## src/rtl/mkpsd_pkg.sv

```systemverilog
`timescale 1ns / 1ps
// ----------------------------------------------------------------------------
// mkpsd_pkg
// Shared constants, key map and types for the keypad scanner with debounce.
// ----------------------------------------------------------------------------
package mkpsd_pkg;

    localparam int ROWS_DEF    = 4;
    localparam int COLUMNS_DEF = 4;

    localparam int COL_IN_W    = 4;
    localparam int INTEG_W     = 4;
    localparam int ROW_SEL_W   = 2;
    localparam int CODE_W      = 4;
    localparam int VALUE_W     = 4;
    localparam int CODE_FULL_W = 8;

    localparam logic [INTEG_W-1:0] LIMIT_RESET = 4'd4;
    localparam logic [INTEG_W-1:0] LIMIT_MIN   = 4'd1;

    localparam logic [VALUE_W-1:0] KEY_MAP [16] = '{
        4'd10, 4'd3,  4'd2, 4'd1,
        4'd11, 4'd6,  4'd5, 4'd4,
        4'd12, 4'd9,  4'd8, 4'd7,
        4'd13, 4'd14, 4'd0, 4'd15
    };

    typedef struct packed {
        logic               hit;
        logic [CODE_W-1:0]  code;
        logic [VALUE_W-1:0] value;
    } mkpsd_key_t;

    function automatic int addr_w(input int n);
        return (n > 1) ? $clog2(n) : 1;
    endfunction

endpackage

```

## src/rtl/mkpsd_row_mem.sv

```systemverilog
`timescale 1ns / 1ps
// ----------------------------------------------------------------------------
// mkpsd_row_mem
// Per-row key state memory with row valid bits and write-to-read forwarding.
// ----------------------------------------------------------------------------
module mkpsd_row_mem #(
    parameter int ROWS    = mkpsd_pkg::ROWS_DEF,
    parameter int COLUMNS = mkpsd_pkg::COLUMNS_DEF,
    localparam int ROW_W   = mkpsd_pkg::addr_w(ROWS),
    localparam int ENTRY_W = COLUMNS * (mkpsd_pkg::INTEG_W + 2)
) (
    input  logic               clk,
    input  logic               rst_n,
    input  logic [ROW_W-1:0]   rd_addr,
    input  logic               wr_en,
    input  logic [ROW_W-1:0]   wr_addr,
    input  logic [ENTRY_W-1:0] wr_data,
    output logic [ENTRY_W-1:0] rd_data
);
    import mkpsd_pkg::*;

    localparam logic [ENTRY_W-1:0] RESET_ENTRY =
        {{COLUMNS{1'b0}}, {COLUMNS{1'b1}}, {COLUMNS{LIMIT_RESET}}};

    logic [ENTRY_W-1:0] mem [ROWS];
    logic [ROWS-1:0]    valid_reg;
    logic [ENTRY_W-1:0] rd_mem_reg;
    logic [ENTRY_W-1:0] rd_fwd_data_reg;
    logic               rd_fwd_reg;
    logic               rd_valid_reg;

    always_ff @(posedge clk)
    begin
        if (wr_en)
        begin
            mem[wr_addr] <= wr_data;
        end
        rd_mem_reg      <= mem[rd_addr];
        rd_fwd_data_reg <= wr_data;
    end

    always_ff @(posedge clk or negedge rst_n)
    begin
        if (!rst_n)
        begin
            valid_reg    <= '0;
            rd_fwd_reg   <= 1'b0;
            rd_valid_reg <= 1'b0;
        end
        else
        begin
            if (wr_en)
            begin
                valid_reg[wr_addr] <= 1'b1;
            end
            rd_fwd_reg   <= wr_en && (wr_addr == rd_addr);
            rd_valid_reg <= valid_reg[rd_addr];
        end
    end

    always_comb
    begin
        if (rd_fwd_reg)
        begin
            rd_data = rd_fwd_data_reg;
        end
        else if (rd_valid_reg)
        begin
            rd_data = rd_mem_reg;
        end
        else
        begin
            rd_data = RESET_ENTRY;
        end
    end

endmodule

```

## src/rtl/mkpsd_row_update.sv

```systemverilog
`timescale 1ns / 1ps
// ----------------------------------------------------------------------------
// mkpsd_row_update
// Debounce one row of keys up to its first new press, pick that press and the next row.
// ----------------------------------------------------------------------------
module mkpsd_row_update #(
    parameter int ROWS    = mkpsd_pkg::ROWS_DEF,
    parameter int COLUMNS = mkpsd_pkg::COLUMNS_DEF,
    localparam int ROW_W   = mkpsd_pkg::addr_w(ROWS)
) (
    input  logic [ROW_W-1:0]                           row,
    input  logic [mkpsd_pkg::INTEG_W-1:0]              limit,
    input  logic [mkpsd_pkg::COL_IN_W-1:0]             column_levels,
    input  logic [COLUMNS-1:0][mkpsd_pkg::INTEG_W-1:0] integ_in,
    input  logic [COLUMNS-1:0]                         lvl_in,
    input  logic [COLUMNS-1:0]                         rep_in,
    output logic [COLUMNS-1:0][mkpsd_pkg::INTEG_W-1:0] integ_out,
    output logic [COLUMNS-1:0]                         lvl_out,
    output logic [COLUMNS-1:0]                         rep_out,
    output mkpsd_pkg::mkpsd_key_t                      key,
    output logic [ROW_W-1:0]                           next_row
);
    import mkpsd_pkg::*;

    localparam int COL_W = addr_w(COLUMNS);

    logic [INTEG_W-1:0]     eff_lim;
    logic [COLUMNS-1:0]     cand;
    logic [COLUMNS-1:0]     blocked;
    logic [COL_W-1:0]       hit_col;
    logic [CODE_FULL_W-1:0] code_full;
    logic [CODE_W-1:0]      code;

    assign eff_lim = (limit == '0) ? LIMIT_MIN : limit;

    for (genvar c = 0; c < COLUMNS; c++)
    begin : g_col
        logic               rel;
        logic [INTEG_W-1:0] v;
        logic               lvl;

        if (c < COL_IN_W)
        begin : g_pin
            assign rel = column_levels[c];
        end
        else
        begin : g_none
            assign rel = 1'b1;
        end

        always_comb
        begin
            v   = integ_in[c];
            lvl = lvl_in[c];
            if (!rel)
            begin
                if (v != '0)
                begin
                    v = v - 1'b1;
                end
            end
            else if (v < eff_lim)
            begin
                v = v + 1'b1;
            end
            if (v == '0)
            begin
                lvl = 1'b0;
            end
            else if (v >= eff_lim)
            begin
                v   = eff_lim;
                lvl = 1'b1;
            end
        end

        assign cand[c] = !lvl && !rep_in[c];

        if (c == 0)
        begin : g_first
            assign blocked[c] = 1'b0;
        end
        else
        begin : g_rest
            assign blocked[c] = blocked[c-1] | cand[c-1];
        end

        always_comb
        begin
            if (blocked[c])
            begin
                integ_out[c] = integ_in[c];
                lvl_out[c]   = lvl_in[c];
                rep_out[c]   = rep_in[c];
            end
            else
            begin
                integ_out[c] = v;
                lvl_out[c]   = lvl;
                rep_out[c]   = cand[c] ? 1'b1 : (lvl ? 1'b0 : rep_in[c]);
            end
        end
    end

    always_comb
    begin
        hit_col = '0;
        for (int c = COLUMNS - 1; c >= 0; c--)
        begin
            if (cand[c])
            begin
                hit_col = COL_W'(c);
            end
        end
    end

    assign code_full = CODE_FULL_W'(row) * CODE_FULL_W'(COLUMNS) + CODE_FULL_W'(hit_col);
    assign code      = code_full[CODE_W-1:0];

    always_comb
    begin
        key.hit   = |cand;
        key.code  = key.hit ? code : '0;
        key.value = key.hit ? KEY_MAP[code] : '0;
        if (key.hit)
        begin
            next_row = row;
        end
        else if (row == ROW_W'(ROWS - 1))
        begin
            next_row = '0;
        end
        else
        begin
            next_row = row + 1'b1;
        end
    end

endmodule

```

## src/rtl/matrix_keypad_scanner_debounce_core.sv

```systemverilog
`timescale 1ns / 1ps
// ----------------------------------------------------------------------------
// matrix_keypad_scanner_debounce_core
// Row-scanned key matrix with per-key integrator debounce and press report.
// ----------------------------------------------------------------------------
// Each accepted item's result is captured in the output register.
// Throughput: one item per cycle unless an unread output stalls in_ready; row
// state is read the cycle before at the next row, same-cycle write forwarded.
// Reset: asynchronous; limit returns to 4, scan row to 0, and every row
// reads as released with integrators at 4 until first written.
// ----------------------------------------------------------------------------
module matrix_keypad_scanner_debounce_core #(
    parameter int ROWS    = mkpsd_pkg::ROWS_DEF,
    parameter int COLUMNS = mkpsd_pkg::COLUMNS_DEF
) (
    input  logic                                 clk,
    input  logic                                 rst_n,
    input  logic                                 cfg_write_en,
    input  logic [mkpsd_pkg::INTEG_W-1:0]        cfg_write_data,
    input  logic                                 in_valid,
    output logic                                 in_ready,
    input  logic [mkpsd_pkg::COL_IN_W-1:0]       column_levels,
    output logic                                 out_valid,
    input  logic                                 out_ready,
    output logic [mkpsd_pkg::ROW_SEL_W-1:0]      row_select,
    output logic                                 key_valid,
    output logic [mkpsd_pkg::CODE_W-1:0]         key_code,
    output logic [mkpsd_pkg::VALUE_W-1:0]        key_value
);
    import mkpsd_pkg::*;

    localparam int ROW_W   = addr_w(ROWS);
    localparam int ENTRY_W = COLUMNS * (INTEG_W + 2);

    logic [INTEG_W-1:0]                limit_reg;
    logic [ROW_W-1:0]                  scan_row_reg;
    logic [ROW_W-1:0]                  scan_row_next;
    logic                              out_valid_reg;
    logic [ROW_SEL_W-1:0]              row_select_reg;
    logic                              key_valid_reg;
    logic [CODE_W-1:0]                 key_code_reg;
    logic [VALUE_W-1:0]                key_value_reg;

    logic                              accept;
    logic [ENTRY_W-1:0]                rd_data;
    logic [ENTRY_W-1:0]                wr_data;
    logic [COLUMNS-1:0][INTEG_W-1:0]   rd_integ;
    logic [COLUMNS-1:0]                rd_lvl;
    logic [COLUMNS-1:0]                rd_rep;
    logic [COLUMNS-1:0][INTEG_W-1:0]   new_integ;
    logic [COLUMNS-1:0]                new_lvl;
    logic [COLUMNS-1:0]                new_rep;
    mkpsd_key_t                        key;
    logic [ROW_W-1:0]                  next_row;

    assign in_ready = !out_valid_reg || out_ready;
    assign accept   = in_valid && in_ready;

    assign {rd_rep, rd_lvl, rd_integ} = rd_data;
    assign wr_data                    = {new_rep, new_lvl, new_integ};
    assign scan_row_next              = accept ? next_row : scan_row_reg;

    mkpsd_row_mem #(
        .ROWS    (ROWS),
        .COLUMNS (COLUMNS)
    ) u_row_mem (
        .clk     (clk),
        .rst_n   (rst_n),
        .rd_addr (scan_row_next),
        .wr_en   (accept),
        .wr_addr (scan_row_reg),
        .wr_data (wr_data),
        .rd_data (rd_data)
    );

    mkpsd_row_update #(
        .ROWS    (ROWS),
        .COLUMNS (COLUMNS)
    ) u_row_update (
        .row           (scan_row_reg),
        .limit         (limit_reg),
        .column_levels (column_levels),
        .integ_in      (rd_integ),
        .lvl_in        (rd_lvl),
        .rep_in        (rd_rep),
        .integ_out     (new_integ),
        .lvl_out       (new_lvl),
        .rep_out       (new_rep),
        .key           (key),
        .next_row      (next_row)
    );

    always_ff @(posedge clk or negedge rst_n)
    begin
        if (!rst_n)
        begin
            limit_reg     <= LIMIT_RESET;
            scan_row_reg  <= '0;
            out_valid_reg <= 1'b0;
        end
        else
        begin
            if (cfg_write_en)
            begin
                limit_reg <= cfg_write_data;
            end
            scan_row_reg <= scan_row_next;
            if (accept)
            begin
                out_valid_reg <= 1'b1;
            end
            else if (out_ready)
            begin
                out_valid_reg <= 1'b0;
            end
        end
    end

    always_ff @(posedge clk)
    begin
        if (accept)
        begin
            row_select_reg <= ROW_SEL_W'(next_row);
            key_valid_reg  <= key.hit;
            key_code_reg   <= key.code;
            key_value_reg  <= key.value;
        end
    end

    assign out_valid  = out_valid_reg;
    assign row_select = row_select_reg;
    assign key_valid  = key_valid_reg;
    assign key_code   = key_code_reg;
    assign key_value  = key_value_reg;

endmodule

```

## config.mk

```make
export PLATFORM = sky130hd
export DESIGN_NAME = matrix_keypad_scanner_debounce_core
export DESIGN_NICKNAME = d
export VERILOG_FILES = /design/src/rtl/mkpsd_pkg.sv /design/src/rtl/mkpsd_row_mem.sv /design/src/rtl/mkpsd_row_update.sv /design/src/rtl/matrix_keypad_scanner_debounce_core.sv
export SDC_FILE = /design/constraint.sdc
export NUM_CORES = 1
export LEC_CHECK = 0
export BUFFER_PORTS_ARGS = -buffer_cell sky130_fd_sc_hd__buf_2
export CAP_MARGIN = 10
export CORE_MARGIN = 1
export CORE_UTILIZATION = 48
export DETAILED_ROUTE_END_ITERATION = 8
export PLACE_DENSITY_LB_ADDON = 0.05
export RECOVER_POWER = 100
export SETUP_SLACK_MARGIN = 0.2
export SYNTH_ARGS = -nofsm -noshare
export SYNTH_HDL_FRONTEND = slang
export SYNTH_HIERARCHICAL = 1
export SYNTH_SLANG_ARGS = --single-unit
```

## constraint.sdc

```tcl
create_clock -name clk -period 11.8 [get_ports clk]
set_input_delay 1.18 -clock clk [delete_from_list [all_inputs] [get_ports clk]]
set_output_delay 1.18 -clock clk [all_outputs]
set_load 0.05 [all_outputs]
```

---- Word level (Yosys, flattened, before mapping) ----
Memory sizes are Yosys's and may differ from the RTL's. A register that Yosys moved wholly into a read port is not among the register bits.
Cells that the tools add are included.
word-level totals
  register bits ........................... 44
  bits in latches ......................... 0
  bits in writable memories ............... 96
  bits in read-only memories .............. 64
  bits of input ports ..................... 13
  word-level logic and storage cells ...... 131
  memories kept ........................... 2
operators by class
  add/sub/neg operators ................... 10
  $mul .................................... 0
  divide/modulo/power cells ............... 0
  $lt $le $gt $ge ......................... 11
  equal/unequal tests ..................... 2
  shift operators ......................... 0
  muxes and demuxes ....................... 63
  bitwise operators ....................... 4
  reduce and logical (&&, ||, !) cells .... 29
memories
  memory           depth  width  rd ports  clocked after memory_dff  write ports  RTL line                 source
  u_row_mem.mem    4      24     1         1                         1            mkpsd_row_mem.sv:25      logic [ENTRY_W-1:0] mem [ROWS];
  (no name shown)  16     4      1         1                         0            mkpsd_row_update.sv:124  key.value = key.hit ? KEY_MAP[code] : '0;
operators by type and width
  operator               number
  $mux W4                24
  $mux W24               2
  $mux W1                28
  $logic_not A4 Y1       5
  $add A4 B1 Y4 const B  4
  $ge A4 B4 Y1           4
  $lt A4 B4 Y1           4
  $reduce_bool A4 Y1     4
  $sub A4 B1 Y4 const B  4
  $mux W2                7
  $logic_not A1 Y1       10
  $logic_and A1 B1 Y1    7
  $lt A2 B3 Y1 const B   2
  $not A4 Y5             1
  $add A4 B2 Y4          1
  $or A4 B4 Y4           1
  $reduce_or A4 Y1       1
  $add A2 B1 Y2 const B  1
  $bmux W1 S2            1
  $demux W1 S2           1
  $eq A2 B2 Y1           1
  $eq A2 B2 Y1 const B   1
  $ge A2 B1 Y1 const B   1
  $or A1 B1 Y1           2
  other kinds (2)        2

---- Logic depth before layout (Yosys ltp) ----
Gate-level depths: netlist of the first run.
  depth after elaboration ................. 16
  gate-level depth with buffers ........... 25

---- Modules after synthesis ----
Netlist of the first run, hierarchy kept.
modules (own cells, without submodules)
  module                               instances  cells each  area an instance (µm²)  sequential area each (µm²)
  mkpsd_row_mem                        1          234         5007.3                  3993.8
  mkpsd_row_update                     1          365         2531.2                  0.0
  matrix_keypad_scanner_debounce_core  1          28          618.1                   506.7

---- Least setup slack after synthesis of the first run ----
No wires, ideal clock.
  path kind ............................... register to register
  start ................................... register u_row_mem.rd_fwd_reg
  end ..................................... register u_row_mem.rd_mem_reg[10], read port of u_row_mem.mem
  arrival ................................. 5.137 ns
  data required time ...................... 11.666 ns
  path slack .............................. 6.529 ns
  stages on the path, launching flop included .. 25
  path buffers ............................ 5
  cell sequence ........................... dfrtp_1 > buf_2 > nand2b_1 > buf_2 > a2bb2oi_1 > ha_1 > and2_1 > or3_1 > a2bb2oi_1 > nand2_1 > xnor2_1 > ha_1 > nand2b_1 > a21o_1 > a21o_1 > a2111o_1 > o41ai_1 > buf_2 > a211oi_2 > o211ai_4 > mux2_4 > mux2_4 > buf_6 > buf_12 > mux4_2
RTL lines
  what                    RTL line             source
  start, declared         mkpsd_row_mem.sv:29  logic rd_fwd_reg;
  start signal, assigned  mkpsd_row_mem.sv:56  rd_fwd_reg <= wr_en && (wr_addr == rd_addr);
  end, declared           mkpsd_row_mem.sv:27  logic [ENTRY_W-1:0] rd_mem_reg;

==> summary.md, run 1 <==
| Metric | Value |
|---|---|
| Seq/Total Area, Yosys | `55.2%` |
| Main synth FF type | `edfxtp_1` |
| Async S/R FF share, synth | `7.74%` |
| Crit Path Category | `reg2reg` |
| Multiplexer area fraction after synthesis | `10.2%` |
| Routed vias/inst | `5.90` |
| IO Port Bufs | `25` |
| Die Footprint | `0.0175 mm^2` |
| CTS clk-pin slew, worst paths | `0.06 ns` |
| Ys Warns | `6` |
| CP required | `12.10 ns` |
| Boundary Pins | `26` |
| Total Routing Usage GR | `20.7%` |
| Main combinational cell family by area after synthesis | `compound AO/OA/AOI/OAI gates` |
| Worst setup endpoint | `u_row_mem/rd_mem_reg[3]$_DFF_P_` |
| Worst slew pin tran | `2.30 ns` |
| Max Clk Rate | `119 MHz` |
| Area share of fa/ha/maj cells after synthesis | `6.44%` |
| Critical Path End Type | `flip-flop` |
| EDFF count, synth | `107` |
| Area of the mapped netlist | `0.00816 mm^2` |
| Detail Placement HPWL | `11.9 mm` |
| Die width | `132 um` |
| Final period util | `71.4%` |
| R2R setup slack | `3.38 ns` |
| Vias post-DR | `5,189` |
| Initial Util | `49.2%` |
| Largest net degree at the start of global routing | `28` |
| Drt wl/cell | `19.4 um` |
| Final setup violation count | `0` |
| CTS tree | `yes` |
| Largest register FFs | `96` |
| Initial antenna violation count | `0` |
| Fin. Hold Viols | `0` |
| Cell variety after synth | `82` |
| Slew headroom | `-54.0%` |
| Die height | `132 um` |
| # rows | `47` |
| Sink Count | `168` |
| First-pass GRT wire length | `27.4 mm` |
| Clock Skew | `0.0181 ns` |
| Setup Buffers After CTS | `0` |
| Worst reg2reg path startpoint | `u_row_mem/rd_fwd_reg$_DFF_PN0_` |
| Hold_buf cts | `0` |
| Final net count | `702` |
| Clk_lat worst skew | `0.43 ns` |
| Worst reg2reg endpoint | `u_row_mem/rd_mem_reg[3]$_DFF_P_` |
| Worst EP arrival | `8.72 ns` |
| Crit-path max FO | `27` |
| Compound-gate portion of the synthesized area | `14.0%` |
| FF-to-FF path depth | `19` |
| Failing checks | `capacitance limit, slew limit` |
| TNS Setup | `0 ns` |
| Vias in the first global route | `4,963` |
| Clock Tree Buf Depth | `2` |
| CTS buffer count | `17` |
| Core area | `0.0166 mm^2` |
| # diodes | `0` |
| Final min period | `8.42 ns` |
| Drc violations | `0` |
| Simple-Gate Fraction of Synth Area | `9.36%` |
| Hold/Removal Path Class | `reg2reg` |
| Synth Area in XOR/XNOR | `0.752%` |
| Synthesized area per cell | `13.0 um^2` |
| Total iterations of the first detailed-routing run | `5` |
| RSZ-0062 raised after global routing | `false` |
| DRT iter0 DRCs | `422` |
| Most frequent cells in the layout | `edfxtp_1, dfxtp_1, ha_1` |
| Max Slew Vio Count | `131` |
| Post-CTS resize count | `0` |
| Most common cell after layout, fill and taps aside | `edfxtp_1` |
| Root Driver | `clkbuf_16` |
| H-tree depth | `4` |
| Total grt overflow | `0` |
| Cells after Synth | `627` |
| Post-Syn Nets | `682` |
| Share of layout cells above drive strength 1 | `12.7%` |
| CP startpoint | `u_row_mem/rd_fwd_reg$_DFF_PN0_` |
| Post-route ant nets | `0` |
| Status | `finished, violations left` |
| Max-Cap Viols | `5` |
| Startpoint Class | `flip-flop` |
| P&R area growth vs syn | `9.63%` |
| Flops & latches, synth | `168` |
| Global placer's final weighted congestion | `0.854` |
| Final WL | `17.1 mm` |
-- cell type report --
cell class / instances / area (um^2)
clock buffers: 20 / 468
fillers: 1389 / 7640
inverters: 41 / 154
clock inverters: 12 / 129
multi-input cells: 389 / 3280
well taps: 220 / 275
flip-flops and latches: 168 / 4500
repair buffers: 30 / 133
-- how the worst min path moves through the flow --
| stage | depth (start not counted) | slack (ns) | endpoint | start |
|---|---|---|---|---|
| after global placement | 1 | 0.45 | u_row_mem/valid_reg[0]$_DFFE_PN0P_ | u_row_mem/valid_reg[0]$_DFFE_PN0P_ |
| after CTS | 1 | 0.47 | u_row_mem/valid_reg[0]$_DFFE_PN0P_ | u_row_mem/valid_reg[0]$_DFFE_PN0P_ |
| final | 1 | 0.47 | u_row_mem/valid_reg[0]$_DFFE_PN0P_ | u_row_mem/valid_reg[0]$_DFFE_PN0P_ |
| after detailed placement | 1 | 0.45 | u_row_mem/valid_reg[2]$_DFFE_PN0P_ | u_row_mem/valid_reg[2]$_DFFE_PN0P_ |
| after global routing | 1 | 0.50 | u_row_mem/valid_reg[0]$_DFFE_PN0P_ | u_row_mem/valid_reg[0]$_DFFE_PN0P_ |
| after floorplan | 1 | 0.43 | u_row_mem/valid_reg[2]$_DFFE_PN0P_ | u_row_mem/valid_reg[2]$_DFFE_PN0P_ |
-- metrics by stage --
| stage | utilization, % | cell area [um^2] | instances | setup WS, ns | hold WS, ns |
|---|---|---|---|---|---|
| CTS | 54.5 | 9030 | 880 | 5.00 | 0.466 |
| finish | 53.9 | 8940 | 880 | 3.38 | 0.466 |
| detailed placement | 50.9 | 8440 | 848 | 5.02 | 0.447 |
| global route | 53.9 | 8940 | 880 | 2.55 | 0.495 |
| global placement | 50.9 | 8440 | 848 | 5.19 | 0.450 |
| floorplan | - | 8160 | 627 | 6.53 | 0.430 |
-- Yosys cell counts, types with 6 or more instances --
cell type    n  area share [%]
nand3_1      6            0.37
a22o_1      15             1.6
ha_1        42             6.4
a21oi_1     32             2.0
clkbuf_1     9            0.41
xnor2_1      7            0.75
o21a_1       6            0.55
o31ai_1      9            0.83
dfxtp_1     48              12
nor3_1       9            0.55
nand2b_1    12            0.92
buf_2       10            0.61
mux4_2      20             5.5
edfxtp_1   107              39
and2_1       7            0.54
inv_1       41             1.9
nand2_1     29             1.3
o21ai_0     18             1.1
a2bb2oi_1    9            0.97
a21o_1      11             1.0
dfrtp_1     12             3.7
mux2i_1     10             1.2
nor2_1      37             1.7
mux4_1       6             1.9
-- critical path, stage by stage (launching register included) --
cell       delay [ns]
dfrtp_1          0.88
nand2b_1         0.39
a2bb2oi_1        0.79
ha_1             0.38
o21a_1           0.20
nor2_1           0.19
nor3_1           0.08
a21oi_1          0.16
xnor2_1          0.11
ha_1             0.29
nand2b_1         0.09
a21o_1           0.10
a21o_1           0.10
a21oi_1          0.20
and3_1           0.29
a211oi_1         1.09
o211ai_1         0.61
mux2_1           0.39
mux2_1           1.23
mux4_1           0.68
-- cells by family after synthesis --
family,after synthesis
DFF,168
AOI/OAI and AO/OA,152
and+or+nand+nor,142
buffers and inverters,70
muxes,46
adders and majority gates,42
xor gates and xnor gates,7
-- per-layer routing --
| layer | vias to the layer above | track usage, % | wire (um) |
|---|---|---|---|
| met5 | - | 0 | 0 |
| met4 | 0 | 8.11 | 413 |
| met3 | 30 | 3.92 | 767 |
| met2 | 155 | 30.3 | 7610 |
| met1 | 2558 | 30.4 | 8280 |
| li1 | 2446 | - | - |
Power of run 1 is not shown: default switching activity piles up to over one toggle a cycle in this logic, so the estimate is an artifact.
==> inputs of run 2 (changes only) <==
==> constraint.sdc (replaced) <==
create_clock -name clk -period 8.25 [get_ports clk]
set_input_delay 0.825 -clock clk [delete_from_list [all_inputs] [get_ports clk]]
set_output_delay 0.825 -clock clk [all_outputs]
set_load 0.05 [all_outputs]
==> summary.md, run 2 (synthesis results as in run 1) <==
| Metric | Value |
|---|---|
| Dpl cell area | `0.00845 mm^2 (+0.18%)` |
| Detail Placement HPWL | `12.0 mm (+0.81%)` |
| Core area | `0.0166 mm^2 (unchanged)` |
| Slew headroom | `-55.3% (-1.2 points)` |
| Status | `finished, violations left` |
| Hold/Removal Path Class | `in2async` |
| Filler Cells Inserted | `1,421 (+2.3%)` |
| Initial antenna violation count | `0 (unchanged)` |
| Die Footprint | `0.0175 mm^2 (unchanged)` |
| Fin. Hold Viols | `0 (unchanged)` |
| Final setup violation count | `0 (unchanged)` |
| Global placer's final weighted congestion | `0.879 (+2.9%)` |
| Drc violations | `0 (unchanged)` |
| Crit-path max FO | `27 (unchanged)` |
| Max-Cap Viols | `5 (unchanged)` |
| Vias post-DR | `5,156 (-0.64%)` |
| # diodes | `0 (unchanged)` |
| Setup Buffers After CTS | `0 (unchanged)` |
| Worst reg2reg endpoint | `u_row_mem/rd_valid_reg$_DFF_PN0_` |
| Total grt overflow | `0 (unchanged)` |
| Worst EP arrival | `7.51 ns (-1.21 ns)` |
| Max Slew Vio Count | `115 (-12%)` |
| R2R setup slack | `1.03 ns (-2.35 ns)` |
| # rows | `47 (unchanged)` |
| Share of layout cells above drive strength 1 | `12.5% (-0.19 points)` |
| CTS tree | `yes` |
| Worst path slowest cell | `nor2b_1` |
| CP delay by family, top | `compound AO/OA/AOI/OAI gates` |
| Boundary Pins | `26 (unchanged)` |
| IO Port Bufs | `25 (unchanged)` |
| First-pass GRT wire length | `27.0 mm (-1.5%)` |
| Sequence of cells on the critical path | `nor2b_1 -> a22o_1 -> inv_1 -> a211oi_1 -> a2bb2oi_1 -> nand2_1 -> xnor2_1 -> ha_1 -> nand2b_1 -> a21o_1 -> a21o_1 -> a2111o_1 -> o41ai_1 -> a211oi_2 -> buf_4 -> o211ai_1 -> mux2_1 -> mux2_4 -> mux4_1` |
| Critical Path End Type | `flip-flop` |
| Worst reg2reg path startpoint | `u_row_mem/rd_fwd_reg$_DFF_PN0_` |
| Clock Tree Buf Depth | `2 (unchanged)` |
| Vias in the first global route | `4,938 (-0.50%)` |
| Die height | `132 um (unchanged)` |
| Final net count | `704 (+0.28%)` |
| DRT iter0 DRCs | `457 (+8.3%)` |
| Design area | `0.00889 mm^2 (-0.57%)` |
| Sink Count | `168 (unchanged)` |
| CTS buffer count | `17 (unchanged)` |
| RSZ-0062 raised after global routing | `false` |
| Post-route ant nets | `0 (unchanged)` |
| Most common cell after layout, fill and taps aside | `edfxtp_1` |
| Total Routing Usage GR | `20.5% (-0.22 points)` |
| Routed vias/inst | `5.85 (-0.86%)` |
| Hold_buf cts | `0 (unchanged)` |
| CP required | `8.54 ns (-3.56 ns)` |
| Total iterations of the first detailed-routing run | `5 (unchanged)` |
| Largest register FFs | `96 (unchanged)` |
| Initial Util | `49.2% (unchanged)` |
| FF-to-FF path depth | `19 (unchanged)` |
| Final WL | `17.3 mm (+1.2%)` |
| Most frequent cells in the layout | `edfxtp_1, dfxtp_1, ha_1` |
| Max Clk Rate | `138 MHz (+17%)` |
| Final min period | `7.22 ns (-1.20 ns)` |
| Drt wl/cell | `19.6 um (+0.97%)` |
| Die width | `132 um (unchanged)` |
| Largest net degree at the start of global routing | `28 (unchanged)` |
| Post-CTS resize count | `0 (unchanged)` |
| Crit Path Category | `reg2reg` |
| TNS Setup | `0 ns (unchanged)` |
| H-tree depth | `4 (unchanged)` |
| Root Driver | `clkbuf_16` |
| Bufs and invs on worst path | `2 (+2)` |
| Worst slew pin tran | `2.32 ns (+0.0186 ns)` |
| Final period util | `87.6% (+16 points)` |
| CTS clk-pin slew, worst paths | `0.06 ns (about the same)` |
| Startpoint Class | `flip-flop` |
| Clock Skew | `0.00935 ns (-0.00877 ns)` |
| Failing checks | `capacitance limit, slew limit` |
| Peak per-stage delay on the critical path | `0.93 ns (-0.30 ns)` |
| P&R area growth vs syn | `9.00%` |
| Clk_lat worst skew | `0.42 ns (about the same)` |
| Most frequent CP cell | `a21o_1` |
[run 2: changes by cell type in the layout (fill, tap and decap cells not counted), moves of 2 or more]
cell,change
inv_4,+2
mux2_1,-2
clkbuf_1,+4
mux2_4,+2
[run 2: per-layer routing]
metal	routed length [um]	GRT usage [%]	share of wire (%)
met3	697	3.84	4.0
met4	338	7.92	2.0
met2	7750	30.7	45
met5	0	0	0
met1	8490	29.5	49
[run 2: per-stage QoR]
| step | cells | hold slack (ns) | util, % | worst slack, ns |
|---|---|---|---|---|
| final | 882 | 0.489 | 53.6 | 1.03 |
| after floorplan | 627 | 0.430 | - | 2.98 |
| after global placement | 850 | 0.449 | 51.0 | 1.82 |
| after global routing | 882 | 0.504 | 53.6 | 0.509 |
| after detailed placement | 850 | 0.476 | 51.0 | 1.71 |
| after CTS | 882 | 0.300 | 54.2 | 1.69 |
[run 2: area by class of cell]
cell class | instances | area [um^2] | area share [%]
tap | 220 | 275 | 3.10
sequential | 168 | 4500 | 50.6
timing repair buffer | 32 | 144 | 1.62
inverter | 41 | 154 | 1.73
clock buffer | 21 | 440 | 4.95
multi-input combinational | 389 | 3290 | 37.0
clock inverter | 11 | 91.3 | 1.03
[run 2: how the worst max path moves through the flow]
stage / slack (ns) / startpoint / depth (start not counted) / end
6_report: 1.03 / u_row_mem/rd_fwd_reg$_DFF_PN0_ / 19 / u_row_mem/rd_valid_reg$_DFF_PN0_
5_1_grt: 0.51 / u_row_mem/rd_fwd_reg$_DFF_PN0_ / 17 / u_row_mem/rd_valid_reg$_DFF_PN0_
2_1_floorplan: 2.98 / u_row_mem/rd_fwd_reg$_DFF_PN0_ / 24 / u_row_mem/rd_mem_reg[10]$_DFF_P_
3_5_place_dp: 1.71 / u_row_mem/rd_fwd_reg$_DFF_PN0_ / 20 / u_row_mem/rd_valid_reg$_DFF_PN0_
4_1_cts: 1.69 / u_row_mem/rd_fwd_reg$_DFF_PN0_ / 20 / u_row_mem/rd_valid_reg$_DFF_PN0_
3_3_place_gp: 1.82 / u_row_mem/rd_fwd_reg$_DFF_PN0_ / 20 / u_row_mem/rd_valid_reg$_DFF_PN0_
Power of run 2 is left out for the same reason.
==> inputs of run 3 (changes only) <==
--- a/config.mk
+++ b/config.mk
@@ -7,11 +7,12 @@
 export LEC_CHECK = 0
 export BUFFER_PORTS_ARGS = -buffer_cell sky130_fd_sc_hd__buf_2
 export CAP_MARGIN = 10
+export CORE_ASPECT_RATIO = 0.8
 export CORE_MARGIN = 1
 export CORE_UTILIZATION = 48
 export DETAILED_ROUTE_END_ITERATION = 8
 export PLACE_DENSITY_LB_ADDON = 0.05
-export RECOVER_POWER = 100
+export RECOVER_POWER = 50
 export SETUP_SLACK_MARGIN = 0.2
 export SYNTH_ARGS = -nofsm -noshare
 export SYNTH_HDL_FRONTEND = slang
==> summary.md, run 3 (synthesis results as in run 1) <==
| Metric | Value |
|---|---|
| Status | `finished, violations left` |
| Failing checks | `capacitance limit, slew limit` |
| DRT iter0 DRCs | `326 (-29%)` |
| Clk_lat worst skew | `0.42 ns (about the same)` |
| Fin. Hold Viols | `0 (unchanged)` |
| Die width | `148 um (+12%)` |
| Most common cell after layout, fill and taps aside | `edfxtp_1` |
| CP startpoint | `u_row_mem/rd_fwd_reg$_DFF_PN0_` |
| Global placer's final weighted congestion | `0.830 (-5.5%)` |
| CTS clk-pin slew, worst paths | `0.06 ns (about the same)` |
| FF-to-FF path depth | `18 (-1)` |
| Hold/Removal Path Class | `reg2reg` |
| H-tree depth | `4 (unchanged)` |
| Drc violations | `0 (unchanged)` |
| Post-CTS resize count | `0 (unchanged)` |
| Max Slew Vio Count | `100 (-13%)` |
| Slew headroom | `-20.5% (+35 points)` |
| Drt wl/cell | `20.8 um (+6.3%)` |
| P&R area growth vs syn | `9.82%` |
| Total Routing Usage GR | `22.3% (+1.9 points)` |
| Max Clk Rate | `139 MHz (+0.40%)` |
| Clock Tree Buf Depth | `2 (unchanged)` |
| Vias in the first global route | `5,004 (+1.3%)` |
| Final net count | `704 (unchanged)` |
| Final setup violation count | `0 (unchanged)` |
| Root Driver | `clkbuf_16` |
| Total grt overflow | `0 (unchanged)` |
| Initial antenna violation count | `0 (unchanged)` |
| Final min period | `7.19 ns (-0.0290 ns)` |
| Most frequent cells in the layout | `edfxtp_1, dfxtp_1, ha_1` |
| CTS buffer count | `17 (unchanged)` |
| Worst EP arrival | `7.49 ns (-0.02 ns)` |
| Clock Skew | `0.00936 ns (+0.00000317 ns)` |
| Boundary Pins | `26 (unchanged)` |
| Startpoint Class | `flip-flop` |
| Sequential Area | `0.00450 mm^2 (unchanged)` |
| Routed vias/inst | `5.92 (+1.2%)` |
| Critical Path End Type | `flip-flop` |
| Filler Cells Inserted | `1,443 (+1.5%)` |
| Crit Path Category | `reg2reg` |
| Largest register FFs | `96 (unchanged)` |
| Setup Buffers After CTS | `0 (unchanged)` |
| TNS Setup | `0 ns (unchanged)` |
| Initial Util | `49.1% (-0.067 points)` |
| # rows | `42 (-11%)` |
| Worst setup endpoint | `u_row_mem/rd_mem_reg[23]$_DFF_P_` |
| Worst reg2reg path startpoint | `u_row_mem/rd_fwd_reg$_DFF_PN0_` |
| First-pass GRT wire length | `28.7 mm (+6.4%)` |
| Post-route ant nets | `0 (unchanged)` |
| Hold_buf cts | `0 (unchanged)` |
| Final period util | `87.2% (-0.35 points)` |
| IO Port Bufs | `25 (unchanged)` |
| Worst reg2reg endpoint | `u_row_mem/rd_mem_reg[23]$_DFF_P_` |
| Share of layout cells above drive strength 1 | `13.8% (+1.2 points)` |
| Largest net degree at the start of global routing | `28 (unchanged)` |
| Final WL | `18.4 mm (+6.3%)` |
| Die Footprint | `0.0175 mm^2 (about the same)` |
| Detail Placement HPWL | `12.5 mm (+4.2%)` |
| RSZ-0062 raised after global routing | `false` |
| R2R setup slack | `1.06 ns (+0.03 ns)` |
| Crit-path max FO | `27 (unchanged)` |
| Worst slew pin tran | `1.81 ns (-0.513 ns)` |
| CP required | `8.54 ns (about the same)` |
| Core area | `0.0166 mm^2 (+0.14%)` |
| Max-Cap Viols | `4 (-1)` |
| Total iterations of the first detailed-routing run | `5 (unchanged)` |
| Vias post-DR | `5,219 (+1.2%)` |
| Multi-input logic area | `0.00332 mm^2 (+1.2%)` |
| Sink Count | `168 (unchanged)` |
| CTS tree | `yes` |
| Die height | `119 um (-10%)` |
==> run 3: cell count changes in the layout (fill, tap and decap cells not counted), sizes merged <==
cell,delta
diode,+1
inv,-1
clkinvlp,+1
buf,+2
bufinv,+1
clkbuf,-4
==> run 3: worst min path at each step <==
stage	start	to	slack, ns	depth (start not counted)
2_1_floorplan	u_row_mem/valid_reg[2]$_DFFE_PN0P_	u_row_mem/valid_reg[2]$_DFFE_PN0P_	0.43	1
3_3_place_gp	u_row_mem/valid_reg[0]$_DFFE_PN0P_	u_row_mem/valid_reg[0]$_DFFE_PN0P_	0.44	1
3_5_place_dp	u_row_mem/valid_reg[3]$_DFFE_PN0P_	u_row_mem/valid_reg[3]$_DFFE_PN0P_	0.46	1
4_1_cts	rst_n	u_row_mem/valid_reg[2]$_DFFE_PN0P_	0.31	1
5_1_grt	u_row_mem/valid_reg[3]$_DFFE_PN0P_	u_row_mem/valid_reg[3]$_DFFE_PN0P_	0.48	1
6_report	u_row_mem/valid_reg[3]$_DFFE_PN0P_	u_row_mem/valid_reg[3]$_DFFE_PN0P_	0.47	1
==> run 3: metrics by stage <==
stage	cells	util, %	area (um^2)	hold slack [ns]	worst slack, ns
6_report	882	53.9	8960	0.466	1.06
5_1_grt	881	53.9	8950	0.484	0.662
4_1_cts	881	54.2	9000	0.314	1.49
3_5_place_dp	850	50.9	8450	0.455	1.55
3_3_place_gp	850	50.9	8450	0.445	1.77
2_1_floorplan	627	-	8160	0.430	2.98
==> run 3: worst max-delay path, stage by stage (launching register included) <==
cell and delay (ns):
dfrtp_1 0.50, buf_4 0.26, nor2b_1 0.93, a22o_1 0.48, ha_1 0.22, nand2_1 0.07, nor4b_1 0.44, or2_0 0.35
nor3_1 0.08, a311oi_1 0.71, inv_1 0.11, ha_1 0.31, a21oi_1 0.06, buf_4 0.17, a32oi_1 0.65, o211ai_4 0.26
mux2_4 0.27, mux2_4 0.53, mux4_1 0.63
==> run 3: per-layer routing <==
layer	share of wire, %	GRT usage, %	vias up
met5	0	0	-
met4	1.8	9.02	0
met3	4.2	3.36	22
met2	48	35.4	138
met1	46	30.8	2605
li1	-	-	2454
==> run 3: final cells by class <==
class	count	share of cell area, %
multi-input combinational	389	37.1
tap	220	3.07
antenna	1	0.0279
inverter	41	1.72
timing repair buffer	32	1.69
clock inverter	12	1.30
clock buffer	19	4.83
sequential	168	50.2
Power of run 3 is left out for the same reason.
